$ cat config.mk
export PLATFORM = sky130hd
export DESIGN_NAME = sensor_frame_crc_convert_top
export DESIGN_NICKNAME = d
export VERILOG_FILES = /design/src/hw/rtl/sfcc_pkg.sv /design/src/hw/rtl/sfcc_front.sv /design/src/hw/rtl/sfcc_div.sv /design/src/hw/rtl/sfcc_back.sv /design/src/hw/rtl/sensor_frame_crc_convert_top.sv
export SDC_FILE = /design/constraint.sdc
export NUM_CORES = 2
export LEC_CHECK = 0
export BUFFER_PORTS_ARGS = -buffer_cell sky130_fd_sc_hd__clkbuf_2
export CORE_UTILIZATION = 30
export DETAILED_ROUTE_END_ITERATION = 6
export PLACE_DENSITY_LB_ADDON = 0.2
export SLEW_MARGIN = 20
export SYNTH_ARGS = -nofsm -noshare
export SYNTH_HDL_FRONTEND = slang
export SYNTH_SLANG_ARGS = --single-unit
$ cat constraint.sdc
create_clock -name i_clk -period 102.2 [get_ports i_clk]
set_clock_uncertainty 0.2 [all_clocks]
set_input_delay 5.11 -clock i_clk [delete_from_list [all_inputs] [get_ports i_clk]]
set_output_delay 5.11 -clock i_clk [all_outputs]
set_load 0.01 [all_outputs]
$ cat src/hw/rtl/sfcc_pkg.sv
// Shared constants, types and the CRC-8 step function for the sensor frame converter.
// No dependencies; all other files use it through scoped names.
package sfcc_pkg;

    localparam logic [7:0]         CRC_POLY    = 8'h31;
    localparam logic [7:0]         CRC_INIT    = 8'hFF;
    localparam logic signed [19:0] TEMP_BIAS   = 20'sd102400;
    localparam logic signed [26:0] CAL_SPAN    = 27'sd600;
    localparam logic signed [27:0] CAL_BASE    = 28'sd300;
    localparam logic signed [16:0] COMP_REF    = 17'sd250;
    localparam logic [32:0]        COMP_RECIP  = 33'd83887;
    localparam int                 COMP_SHIFT  = 23;
    localparam logic signed [27:0] HUM_LIMIT_S = 28'sd1000;
    localparam logic [9:0]         HUM_LIMIT   = 10'd1000;
    localparam logic [9:0]         HUM_CLIP    = 10'd999;

    localparam int QW         = 26;
    localparam int DW         = 16;
    localparam int DIV_STAGES = QW;

    localparam logic CFG_CAL_HIGH = 1'b0;
    localparam logic CFG_CAL_LOW  = 1'b1;

    typedef struct packed {
        logic              t_ok;
        logic              h_ok;
        logic              cal_bad;
        logic signed [11:0] temp;
        logic              q_neg;
        logic              comp_neg;
        logic [8:0]        comp_mag;
    } t_side;

    function automatic logic [7:0] crc8_byte(input logic [7:0] crc, input logic [7:0] b);
        logic [7:0] c;
        c = crc ^ b;
        for (int k = 0; k < 8; k++) begin
            c = c[7] ? ((c << 1) ^ CRC_POLY) : (c << 1);
        end
        return c;
    endfunction

endpackage

$ cat src/hw/rtl/sfcc_front.sv
// Front pipeline: CRC checks, temperature conversion, humidity numerator and divisor
// setup, temperature compensation term. Depends on sfcc_pkg.
module sfcc_front (
    input  logic                       i_clk,
    input  logic                       i_rst_n,
    input  logic                       i_adv,
    input  logic                       i_valid,
    input  logic [15:0]                i_temp_word,
    input  logic [7:0]                 i_temp_check,
    input  logic [15:0]                i_hum_word,
    input  logic [7:0]                 i_hum_check,
    input  logic [15:0]                i_cal_high,
    input  logic [15:0]                i_cal_low,
    output logic                       o_valid,
    output logic [sfcc_pkg::QW-1:0]    o_num,
    output logic [sfcc_pkg::DW-1:0]    o_den,
    output sfcc_pkg::t_side            o_side
);

    // stage 1
    logic              r1_v;
    logic [7:0]        r1_tcrc, r1_hcrc, r1_tlo, r1_hlo, r1_tchk, r1_hchk;
    logic signed [16:0] r1_diff, r1_den;
    logic              r1_cal_bad;
    logic signed [19:0] r1_n;
    logic signed [19:0] n_s20;

    assign n_s20 = $signed({{4{i_temp_word[15]}}, i_temp_word});

    always_ff @(posedge i_clk) begin
        if (!i_rst_n) begin
            r1_v <= 1'b0;
        end else if (i_adv) begin
            r1_v <= i_valid;
        end
    end

    always_ff @(posedge i_clk) begin
        if (i_adv) begin
            r1_tcrc    <= sfcc_pkg::crc8_byte(sfcc_pkg::CRC_INIT, i_temp_word[15:8]);
            r1_hcrc    <= sfcc_pkg::crc8_byte(sfcc_pkg::CRC_INIT, i_hum_word[15:8]);
            r1_tlo     <= i_temp_word[7:0];
            r1_hlo     <= i_hum_word[7:0];
            r1_tchk    <= i_temp_check;
            r1_hchk    <= i_hum_check;
            r1_diff    <= $signed({1'b0, i_hum_word}) - $signed({1'b0, i_cal_low});
            r1_den     <= $signed({1'b0, i_cal_high}) - $signed({1'b0, i_cal_low});
            r1_cal_bad <= (i_cal_high == i_cal_low);
            r1_n       <= sfcc_pkg::TEMP_BIAS + (n_s20 <<< 3) + (n_s20 <<< 1);
        end
    end

    // stage 2
    logic               r2_v;
    sfcc_pkg::t_side    r2_side, n_2side;
    logic signed [26:0] r2_num;
    logic [15:0]        r2_den_mag;
    logic               r2_den_neg;
    logic signed [26:0] diff_x;
    logic signed [19:0] nmag;
    logic [11:0]        tmag;
    logic signed [16:0] den_abs;

    always_comb begin
        diff_x   = 27'(r1_diff);
        nmag     = r1_n[19] ? -r1_n : r1_n;
        tmag     = nmag[19:8];
        den_abs  = r1_den[16] ? -r1_den : r1_den;
        n_2side          = '0;
        n_2side.t_ok     = (sfcc_pkg::crc8_byte(r1_tcrc, r1_tlo) == r1_tchk);
        n_2side.h_ok     = (sfcc_pkg::crc8_byte(r1_hcrc, r1_hlo) == r1_hchk);
        n_2side.cal_bad  = r1_cal_bad;
        n_2side.temp     = r1_n[19] ? -$signed(tmag) : $signed(tmag);
    end

    always_ff @(posedge i_clk) begin
        if (!i_rst_n) begin
            r2_v <= 1'b0;
        end else if (i_adv) begin
            r2_v <= r1_v;
        end
    end

    always_ff @(posedge i_clk) begin
        if (i_adv) begin
            r2_side    <= n_2side;
            r2_num     <= diff_x * sfcc_pkg::CAL_SPAN;
            r2_den_mag <= den_abs[15:0];
            r2_den_neg <= r1_den[16];
        end
    end

    // stage 3
    logic               r3_v;
    sfcc_pkg::t_side    r3_side, n_3side;
    logic [25:0]        r3_num_mag;
    logic [15:0]        r3_den_mag;
    logic signed [16:0] r3_x25;
    logic signed [26:0] num_abs;
    logic signed [16:0] xoff;

    always_comb begin
        num_abs       = r2_num[26] ? -r2_num : r2_num;
        xoff          = 17'(r2_side.temp) - sfcc_pkg::COMP_REF;
        n_3side       = r2_side;
        n_3side.q_neg = r2_num[26] ^ r2_den_neg;
    end

    always_ff @(posedge i_clk) begin
        if (!i_rst_n) begin
            r3_v <= 1'b0;
        end else if (i_adv) begin
            r3_v <= r2_v;
        end
    end

    always_ff @(posedge i_clk) begin
        if (i_adv) begin
            r3_side    <= n_3side;
            r3_num_mag <= num_abs[25:0];
            r3_den_mag <= r2_den_mag;
            r3_x25     <= (xoff <<< 4) + (xoff <<< 3) + xoff;
        end
    end

    // stage 4
    logic            r4_v;
    sfcc_pkg::t_side r4_side, n_4side;
    logic [25:0]     r4_num_mag;
    logic [15:0]     r4_den_mag;
    logic [15:0]     r4_ax;
    logic signed [16:0] x_abs;

    always_comb begin
        x_abs            = r3_x25[16] ? -r3_x25 : r3_x25;
        n_4side          = r3_side;
        n_4side.comp_neg = r3_x25[16];
    end

    always_ff @(posedge i_clk) begin
        if (!i_rst_n) begin
            r4_v <= 1'b0;
        end else if (i_adv) begin
            r4_v <= r3_v;
        end
    end

    always_ff @(posedge i_clk) begin
        if (i_adv) begin
            r4_side    <= n_4side;
            r4_num_mag <= r3_num_mag;
            r4_den_mag <= r3_den_mag;
            r4_ax      <= x_abs[15:0];
        end
    end

    // stage 5
    logic            r5_v;
    sfcc_pkg::t_side r5_side, n_5side;
    logic [25:0]     r5_num_mag;
    logic [15:0]     r5_den_mag;
    logic [32:0]     prod;

    always_comb begin
        prod             = 33'(r4_ax) * sfcc_pkg::COMP_RECIP;
        n_5side          = r4_side;
        n_5side.comp_mag = prod[sfcc_pkg::COMP_SHIFT+8:sfcc_pkg::COMP_SHIFT];
    end

    always_ff @(posedge i_clk) begin
        if (!i_rst_n) begin
            r5_v <= 1'b0;
        end else if (i_adv) begin
            r5_v <= r4_v;
        end
    end

    always_ff @(posedge i_clk) begin
        if (i_adv) begin
            r5_side    <= n_5side;
            r5_num_mag <= r4_num_mag;
            r5_den_mag <= r4_den_mag;
        end
    end

    assign o_valid = r5_v;
    assign o_num   = r5_num_mag;
    assign o_den   = r5_den_mag;
    assign o_side  = r5_side;

endmodule

$ cat src/hw/rtl/sfcc_div.sv
// Pipelined restoring divider, one quotient bit per stage, unsigned magnitudes.
// Carries the item sideband alongside. Depends on sfcc_pkg.
module sfcc_div (
    input  logic                    i_clk,
    input  logic                    i_rst_n,
    input  logic                    i_adv,
    input  logic                    i_valid,
    input  logic [sfcc_pkg::QW-1:0] i_num,
    input  logic [sfcc_pkg::DW-1:0] i_den,
    input  sfcc_pkg::t_side         i_side,
    output logic                    o_valid,
    output logic [sfcc_pkg::QW-1:0] o_quo,
    output sfcc_pkg::t_side         o_side
);

    localparam int NS = sfcc_pkg::DIV_STAGES;
    localparam int QW = sfcc_pkg::QW;
    localparam int DW = sfcc_pkg::DW;

    logic            r_v   [NS];
    logic [QW-1:0]   r_num [NS];
    logic [QW-1:0]   r_quo [NS];
    logic [DW-1:0]   r_rem [NS];
    logic [DW-1:0]   r_den [NS];
    sfcc_pkg::t_side r_side[NS];

    for (genvar k = 0; k < NS; k++) begin : g_stage
        logic            v_in;
        logic [QW-1:0]   num_in, quo_in;
        logic [DW-1:0]   rem_in, den_in;
        sfcc_pkg::t_side side_in;
        logic [DW:0]     trial, diff;
        logic            ge;
        logic [DW-1:0]   n_rem;

        if (k == 0) begin : g_first
            assign v_in    = i_valid;
            assign num_in  = i_num;
            assign quo_in  = '0;
            assign rem_in  = '0;
            assign den_in  = i_den;
            assign side_in = i_side;
        end else begin : g_next
            assign v_in    = r_v[k-1];
            assign num_in  = r_num[k-1];
            assign quo_in  = r_quo[k-1];
            assign rem_in  = r_rem[k-1];
            assign den_in  = r_den[k-1];
            assign side_in = r_side[k-1];
        end

        always_comb begin
            trial = {rem_in, num_in[QW-1]};
            diff  = trial - {1'b0, den_in};
            ge    = (trial >= {1'b0, den_in});
            n_rem = ge ? diff[DW-1:0] : trial[DW-1:0];
        end

        always_ff @(posedge i_clk) begin
            if (!i_rst_n) begin
                r_v[k] <= 1'b0;
            end else if (i_adv) begin
                r_v[k] <= v_in;
            end
        end

        always_ff @(posedge i_clk) begin
            if (i_adv) begin
                r_num[k]  <= {num_in[QW-2:0], 1'b0};
                r_quo[k]  <= {quo_in[QW-2:0], ge};
                r_rem[k]  <= n_rem;
                r_den[k]  <= den_in;
                r_side[k] <= side_in;
            end
        end
    end

    assign o_valid = r_v[NS-1];
    assign o_quo   = r_quo[NS-1];
    assign o_side  = r_side[NS-1];

endmodule

$ cat src/hw/rtl/sfcc_back.sv
// Back pipeline: signs the quotient, adds base and compensation, clamps, and holds
// the result register. Depends on sfcc_pkg.
module sfcc_back (
    input  logic                    i_clk,
    input  logic                    i_rst_n,
    input  logic                    i_adv,
    input  logic                    i_valid,
    input  logic [sfcc_pkg::QW-1:0] i_quo,
    input  sfcc_pkg::t_side         i_side,
    output logic                    o_valid,
    output logic signed [11:0]      o_temperature,
    output logic                    o_temp_valid,
    output logic [9:0]              o_humidity,
    output logic                    o_hum_valid,
    output logic                    o_crc_error,
    output logic                    o_cal_error
);

    // stage 1: signed sum
    logic               r1_v;
    sfcc_pkg::t_side    r1_side;
    logic signed [27:0] r1_h;
    logic signed [27:0] sq, sc;

    always_comb begin
        sq = i_side.q_neg ? -$signed(28'(i_quo)) : $signed(28'(i_quo));
        sc = i_side.comp_neg ? -$signed(28'(i_side.comp_mag)) : $signed(28'(i_side.comp_mag));
    end

    always_ff @(posedge i_clk) begin
        if (!i_rst_n) begin
            r1_v <= 1'b0;
        end else if (i_adv) begin
            r1_v <= i_valid;
        end
    end

    always_ff @(posedge i_clk) begin
        if (i_adv) begin
            r1_side <= i_side;
            r1_h    <= sq + sfcc_pkg::CAL_BASE + sc;
        end
    end

    // stage 2: clamp, qualify, result register
    logic               r2_v;
    logic signed [11:0] r2_temp;
    logic               r2_t_ok, r2_hum_ok, r2_crc_err, r2_cal_err;
    logic [9:0]         r2_hum;
    logic [9:0]         hclamp;
    logic               hum_ok;

    always_comb begin
        hum_ok = r1_side.t_ok & r1_side.h_ok & ~r1_side.cal_bad;
        if (r1_h > sfcc_pkg::HUM_LIMIT_S) begin
            hclamp = sfcc_pkg::HUM_CLIP;
        end else if (r1_h[27]) begin
            hclamp = '0;
        end else begin
            hclamp = r1_h[9:0];
        end
    end

    always_ff @(posedge i_clk) begin
        if (!i_rst_n) begin
            r2_v <= 1'b0;
        end else if (i_adv) begin
            r2_v <= r1_v;
        end
    end

    always_ff @(posedge i_clk) begin
        if (i_adv) begin
            r2_temp    <= r1_side.t_ok ? r1_side.temp : '0;
            r2_t_ok    <= r1_side.t_ok;
            r2_hum     <= hum_ok ? hclamp : '0;
            r2_hum_ok  <= hum_ok;
            r2_crc_err <= ~(r1_side.t_ok & r1_side.h_ok);
            r2_cal_err <= r1_side.cal_bad;
        end
    end

    assign o_valid       = r2_v;
    assign o_temperature = r2_temp;
    assign o_temp_valid  = r2_t_ok;
    assign o_humidity    = r2_hum;
    assign o_hum_valid   = r2_hum_ok;
    assign o_crc_error   = r2_crc_err;
    assign o_cal_error   = r2_cal_err;

endmodule

$ cat src/hw/rtl/sensor_frame_crc_convert_top.sv
// Top level of the sensor frame CRC check and conversion pipeline.
// Depends on sfcc_pkg, sfcc_front, sfcc_div and sfcc_back.
//
//   channel  direction  handshake                    content
//   s_axis   in         i_s_axis_tvalid/o_s_axis_tready   one frame (two words, two CRC bytes)
//   m_axis   out        o_m_axis_tvalid/i_m_axis_tready   temperature, humidity, status flags
//   cfg      in         i_cfg_valid/o_cfg_ready           calibration register write
//
// One frame per cycle while m_axis is not stalled; 5 front stages, 26 divider stages
// and 2 back stages, the divider producing one quotient bit per stage.
// Synchronous active-low reset clears all stage valid bits and both calibration words.
// A stall on m_axis freezes every stage together; s_axis is refused only while the
// result register is full and not being taken.
// Configuration writes are always accepted.
module sensor_frame_crc_convert_top (
    input  logic        i_clk,
    input  logic        i_rst_n,
    input  logic        i_s_axis_tvalid,
    output logic        o_s_axis_tready,
    input  logic [47:0] i_s_axis_tdata,  // temp_word[15:0], temp_check[23:16], hum_word[39:24], hum_check[47:40]
    output logic        o_m_axis_tvalid,
    input  logic        i_m_axis_tready,
    output logic [23:0] o_m_axis_tdata,  // temperature[11:0], humidity[21:12], zero[23:22]
    output logic [3:0]  o_m_axis_tuser,  // temp_valid[0], hum_valid[1], crc_error[2], cal_error[3]
    input  logic        i_cfg_valid,
    output logic        o_cfg_ready,
    input  logic        i_cfg_index,
    input  logic [15:0] i_cfg_data
);

    logic [15:0] r_cal_high, r_cal_low;
    logic        adv;

    assign o_cfg_ready = 1'b1;

    always_ff @(posedge i_clk) begin
        if (!i_rst_n) begin
            r_cal_high <= '0;
            r_cal_low  <= '0;
        end else if (i_cfg_valid) begin
            unique case (i_cfg_index)
                sfcc_pkg::CFG_CAL_HIGH: r_cal_high <= i_cfg_data;
                sfcc_pkg::CFG_CAL_LOW:  r_cal_low  <= i_cfg_data;
                default: ;
            endcase
        end
    end

    assign adv             = ~o_m_axis_tvalid | i_m_axis_tready;
    assign o_s_axis_tready = adv;

    logic                    f_valid;
    logic [sfcc_pkg::QW-1:0] f_num;
    logic [sfcc_pkg::DW-1:0] f_den;
    sfcc_pkg::t_side         f_side;

    sfcc_front u_front (
        .i_clk        (i_clk),
        .i_rst_n      (i_rst_n),
        .i_adv        (adv),
        .i_valid      (i_s_axis_tvalid),
        .i_temp_word  (i_s_axis_tdata[15:0]),
        .i_temp_check (i_s_axis_tdata[23:16]),
        .i_hum_word   (i_s_axis_tdata[39:24]),
        .i_hum_check  (i_s_axis_tdata[47:40]),
        .i_cal_high   (r_cal_high),
        .i_cal_low    (r_cal_low),
        .o_valid      (f_valid),
        .o_num        (f_num),
        .o_den        (f_den),
        .o_side       (f_side)
    );

    logic                    d_valid;
    logic [sfcc_pkg::QW-1:0] d_quo;
    sfcc_pkg::t_side         d_side;

    sfcc_div u_div (
        .i_clk   (i_clk),
        .i_rst_n (i_rst_n),
        .i_adv   (adv),
        .i_valid (f_valid),
        .i_num   (f_num),
        .i_den   (f_den),
        .i_side  (f_side),
        .o_valid (d_valid),
        .o_quo   (d_quo),
        .o_side  (d_side)
    );

    logic signed [11:0] temperature;
    logic [9:0]         humidity;
    logic               temp_valid, hum_valid, crc_error, cal_error;

    sfcc_back u_back (
        .i_clk         (i_clk),
        .i_rst_n       (i_rst_n),
        .i_adv         (adv),
        .i_valid       (d_valid),
        .i_quo         (d_quo),
        .i_side        (d_side),
        .o_valid       (o_m_axis_tvalid),
        .o_temperature (temperature),
        .o_temp_valid  (temp_valid),
        .o_humidity    (humidity),
        .o_hum_valid   (hum_valid),
        .o_crc_error   (crc_error),
        .o_cal_error   (cal_error)
    );

    assign o_m_axis_tdata = {2'b00, humidity, temperature};
    assign o_m_axis_tuser = {cal_error, crc_error, hum_valid, temp_valid};

    a_hum_needs_checks: assert property (@(posedge i_clk) disable iff (!i_rst_n)
        (o_m_axis_tvalid && hum_valid) |-> (temp_valid && !crc_error && !cal_error))
        else $error("humidity marked valid without good CRCs and calibration");

    a_hum_range: assert property (@(posedge i_clk) disable iff (!i_rst_n)
        o_m_axis_tvalid |-> (humidity <= sfcc_pkg::HUM_LIMIT))
        else $error("humidity above limit");

    a_bad_temp_zero: assert property (@(posedge i_clk) disable iff (!i_rst_n)
        (o_m_axis_tvalid && !temp_valid) |-> (temperature == 12'sd0 && crc_error))
        else $error("bad temperature CRC not reported");

endmodule
# Word level (Yosys, flattened, before mapping)
# Memories as Yosys holds them, arrays and structs flattened. A register that Yosys moved wholly into a read port is not among the register bits.
# Cells that the tools add are included.
# Widths: inputs -> output; s select.
# op_classes
add_sub_neg	42
n_mul	2
magnitude_cmp	27
n_eq_ne	3
n_mux	98
bitwise	71
n_reduce_logical	4
# op_table
operator	n
$mux 16	28
$ge 17x16->1	25
$sub 16x16->16	25
$mux 6	32
$not 3->3	32
$mux 28	2
$add 17x17->17	2
$sub 16x16->17	2
$mul 16x17->32 const B	1
$neg 16->16	2
$mux 1	31
$add 28x10->28 const B	1
$add 28x28->28	1
$gt 28x11->1 const B	1
$neg 26->28	1
$neg 9->28	1
$or 1x1->1	27
$mux 26	1
$neg 26->26	1
$mul 17x8->24 const B	1
$add 18x19->20 const A	1
$add 20x17->20	1
$mux 10	2
$mux 20	1
16 further kinds	25
# word_totals
regBits	484
mem_bits_rw	2860
inputBits	70
out_inout_bits	31
wordCells	319
memories	6
# mem_list
memory	words	width	read_ports	rd_clocked_by_memory_dff	wr	line	text
u_div.r_quo	26	26	26	0	26	sfcc_div.sv:22	logic [QW-1:0] r_quo [NS];
u_div.r_side	26	26	26	0	26	sfcc_div.sv:25	sfcc_pkg::t_side r_side[NS];
u_div.r_num	26	25	25	0	26	sfcc_div.sv:21	logic [QW-1:0] r_num [NS];
u_div.r_den	26	16	25	0	26	sfcc_div.sv:24	logic [DW-1:0] r_den [NS];
u_div.r_rem	26	16	25	0	26	sfcc_div.sv:23	logic [DW-1:0] r_rem [NS];
u_div.r_v	26	1	26	1	26	sfcc_div.sv:20	logic r_v [NS];

# Logic depth before layout (Yosys ltp)
# depth
word_depth	18
ltp_mapped	21
mapped_depth_nobuf	21

# Modules after synthesis
# A second synthesis with hierarchy kept.
# hier_totals
hier_cells	8115
hier_area_um2	118514.9
# modules_own_cells
mod	n_inst	cells_each	area_each_um2	seq_area_each_um2
sfcc_div	1	5669	88991.6	65392.7
sfcc_front	1	1852	23318.6	11000.6
sfcc_back	1	461	4892.2	2112.0
sensor_frame_crc_convert_top	1	133	1312.5	640.6

# Least setup slack after synthesis
# Ideal clock, no wire load.
# synth_path
path_type	input -> register
from	input port i_m_axis_tready
to	memory u_div.r_v[0] (data pin)
setup_ns	0.453
arrival_ns	77.847
t_required_ns	101.547
path_slack_ns	23.699
path_stages	5
cell_sequence	nor2b_1 -> clkbuf_1 -> inv_1 -> clkbuf_1 -> and3_1
# synth_lines
element	line	text
from (decl)	sensor_frame_crc_convert_top.sv:22	input logic i_m_axis_tready,
to (decl)	sfcc_div.sv:20	

# Worst setup path in the final report
# layout_path
from	input port i_m_axis_tready
to	output port o_s_axis_tready
# layout_via
elab_chain_cells	1
# layout_lines
element	line	text
$or 1x1->1	sensor_frame_crc_convert_top.sv:49	assign adv = ~o_m_axis_tvalid | i_m_axis_tready;
to (decl)	sensor_frame_crc_convert_top.sv:19	output logic o_s_axis_tready,
# No other way between the ends.

==> impl_metrics.env <==
export IMPL_crit_start="i_m_axis_tready"
export IMPL_layout_min_cycle_time_ns=11.56
export IMPL_start_util_pct=30.2
export IMPL_overflow=0
export IMPL_hold_class="register to register"
export IMPL_synth_cell_types=77
export IMPL_synth_top_cell_area_share_pct=65.4
export IMPL_drive_above_1_share_pct=9.81
export IMPL_status="finished, final reports clean"
export IMPL_drv_cap=0
export IMPL_synth_main_ff_cell="edfxtp_1"
export IMPL_io_pins=101
export IMPL_yosysSeqAreaShare_pct=66.1
export IMPL_setup_tns_ns=0
export IMPL_crit_top_cell="clkbuf_2"
export IMPL_avgSynthCellArea_um2=14.5
export IMPL_arrival_ns=6.25
export IMPL_htree_levels=5
export IMPL_startpoint_type="input port"
export IMPL_cts_setup_buffers=0
export IMPL_nets=9349
export IMPL_viasPerCell=4.45
export IMPL_synthCells=8049
export IMPL_final_max_slew_violation_count=0
export IMPL_clk_path_buf_depth=4
export IMPL_cp_endpoint="o_s_axis_tready"
export IMPL_final_hold_viol_count=0
export IMPL_clk_latency_ns=0.90
export IMPL_fmax_mhz=86.5
export IMPL_cts_buffers=295
export IMPL_drc=0
export IMPL_clockRootBuffer="clkbuf_16"
export IMPL_finalSetupViolCount=0
export IMPL_ant_nets=0
export IMPL_reg2reg_from="u_back.o_valid"
export IMPL_grt_max_degree=196
export IMPL_r2r_end="u_div.r_side[6][32]"
export IMPL_cpMaxStageDelayCell="inv_8"
export IMPL_initialDrtViolationCount=3584
export IMPL_rsz0062_at_grt="false"
export IMPL_routabilityCongestion=0.810
export IMPL_cts_tree="done"
export IMPL_finalCritPeriodShare_pct=11.3
export IMPL_hold_buffers=0
export IMPL_row_count=228
export IMPL_cp_max_fo=92
export IMPL_ff2ff_setup_slack_ns=95.33
export IMPL_dp_hpwl_mm=152
export IMPL_track_usage_pct=10.8
export IMPL_antenna_found_initial=2
export IMPL_max_slew_margin_pct=28.6
export IMPL_synth_enable_flop_cells=2537
export IMPL_yosys_warnings=0
export IMPL_ys_seq_elements=2577
export IMPL_crit_type="input port to primary output"
export IMPL_fillCellCount=37221
export IMPL_syn2layout_area_growth_pct=14.1
export IMPL_seq_area_um2=77000
export IMPL_end_kind="primary output"
export IMPL_synth_area_um2=117000
export IMPL_synthArstFlopShare_pct=0
export IMPL_fp_coreArea_um2=386000
export IMPL_drt_pass1_iter_count=5
export IMPL_die_area_um2=391000
export IMPL_wl_mm=215
export IMPL_tightest_slew_ns=1.07
export IMPL_portBuffers=97
export IMPL_die_y_um=625
export IMPL_grt_pass1_wl_mm=342
export IMPL_worstPathRequired_ns=96.89
export IMPL_wl_per_cell_um=15.6
export IMPL_via_count=61338
export IMPL_yosysTopAreaCell="edfxtp_1"
export IMPL_final_common_cell="edfxtp_1"
export IMPL_final_area_um2=133000
export IMPL_ff2ff_path_depth=9
export IMPL_multi_input_area_um2=35800
export IMPL_crit_path_cell_trace="clkbuf_2 -> nor2b_1 -> buf_4 -> inv_8 -> clkbuf_2"
export IMPL_critPathMaxStageDelay_ns=0.43
export IMPL_cts_sinks=2577
export IMPL_synth_area_leaders="edfxtp_1 65%, ha_1 7.8%, inv_1 2.9%"
export IMPL_final_cell_mix="2537 x edfxtp_1, 907 x inv_1, 729 x ha_1, 386 x nand2_1, 370 x xnor2_1"
export IMPL_grt_pass1_vias=63573
export IMPL_die_x_um=625
export IMPL_clk_pin_slew_ns=0.06
export IMPL_final_core_util_pct=34.4
export IMPL_place_area_um2=124000
export IMPL_ctsResizeCount=0
## cell usage after synthesis (25+ instances only)
master,n
a211oi_1,59
a21boi_0,87
a21o_1,124
a21oi_1,267
a31oi_1,54
and2_1,32
and3_1,49
clkbuf_1,95
dfxtp_1,40
edfxtp_1,2537
fa_1,166
ha_1,729
inv_1,908
mux2_2,225
mux2i_1,42
nand2_1,386
nand2b_1,69
nand3_1,73
nand4_1,89
nor2_1,344
nor2b_1,98
nor3_1,126
nor4_1,25
o211ai_1,27
o21a_1,86
o21ai_0,318
o31ai_1,75
o41ai_1,43
or2_2,36
or3_1,45
xnor2_1,370
xor2_1,141
## sequential cells by signal, indices dropped and copies added, names as in the netlist, 24 cells and up
register        cells
u_div.r_rem       400
u_front.o_side     26
u_back.r1_h        28
u_div.r_v          26
u_div.r_side      676
u_div.r_den       400
u_div.r_num       253
u_div.r_quo       351
u_front.r2_num     24
## stage by stage
stage          hold slack (ns)  setup slack, ns  std cells
2_1_floorplan            0.200            23.70       8050
3_3_place_gp             0.200            90.26      13260
3_5_place_dp             0.205            90.09      13260
4_1_cts                  0.175            90.58      13786
5_1_grt                  0.186            90.54      13789
6_report                 0.171            90.64      13789
## layout make-up
type	count	area share [%]
clock buffer	359	5.88
tap	5175	4.87
multi-input combinational	4448	26.9
clock inverter	167	1.18
sequential	2577	57.9
timing repair buffer	152	0.703
inverter	910	2.57
antenna	1	0.00188
## routing by layer
layer	vias up	wire, um	track usage (%)
met1	29698	91000	12.6
met5	-	0	0
li1	30336	-	-
met3	452	6630	1.54
met2	852	110000	19.7
met4	0	7810	4.15
## critical path, delay by kind of cell
family | cells | cell delay, ns
and+or+nand+nor | 1 | 0.06
buffers and inverters | 4 | 1.01
## cells by family (layout without fill, tap and decap cells)
logic type | after synthesis | after routing | synth area share (%)
compound gates | 1331 | 1331 | 7.49
mux | 267 | 267 | 2.53
flops | 2577 | 2577 | 66.1
simple gates | 1441 | 1441 | 6.06
buf+inv | 1025 | 1588 | 3.33
other cells | 2 | 4 | 0.00644
fa+ha+maj | 895 | 895 | 10.7
xor+xnor | 511 | 511 | 3.84
## worst min path at each step
stage	startpoint	to	slack, ns	depth (start not counted)
after global placement	u_div.r_quo[4][82]	u_div.r_quo[5][5]	0.20	0
after global routing	u_div.r_side[5][61]	u_div.r_side[5][87]	0.19	0
after floorplan	u_div.r_side[6][37]	u_back.r1_side[11]	0.20	0
final	u_div.r_side[5][61]	u_div.r_side[5][87]	0.17	0
after CTS	u_div.r_side[5][61]	u_div.r_side[5][87]	0.17	0
after detailed placement	u_div.r_num[0][73]	u_div.r_num[0][99]	0.20	0
Power is left out: the tool's default activity adds up to more than one toggle a clock period on the data nets, which glitch-free logic cannot reach.
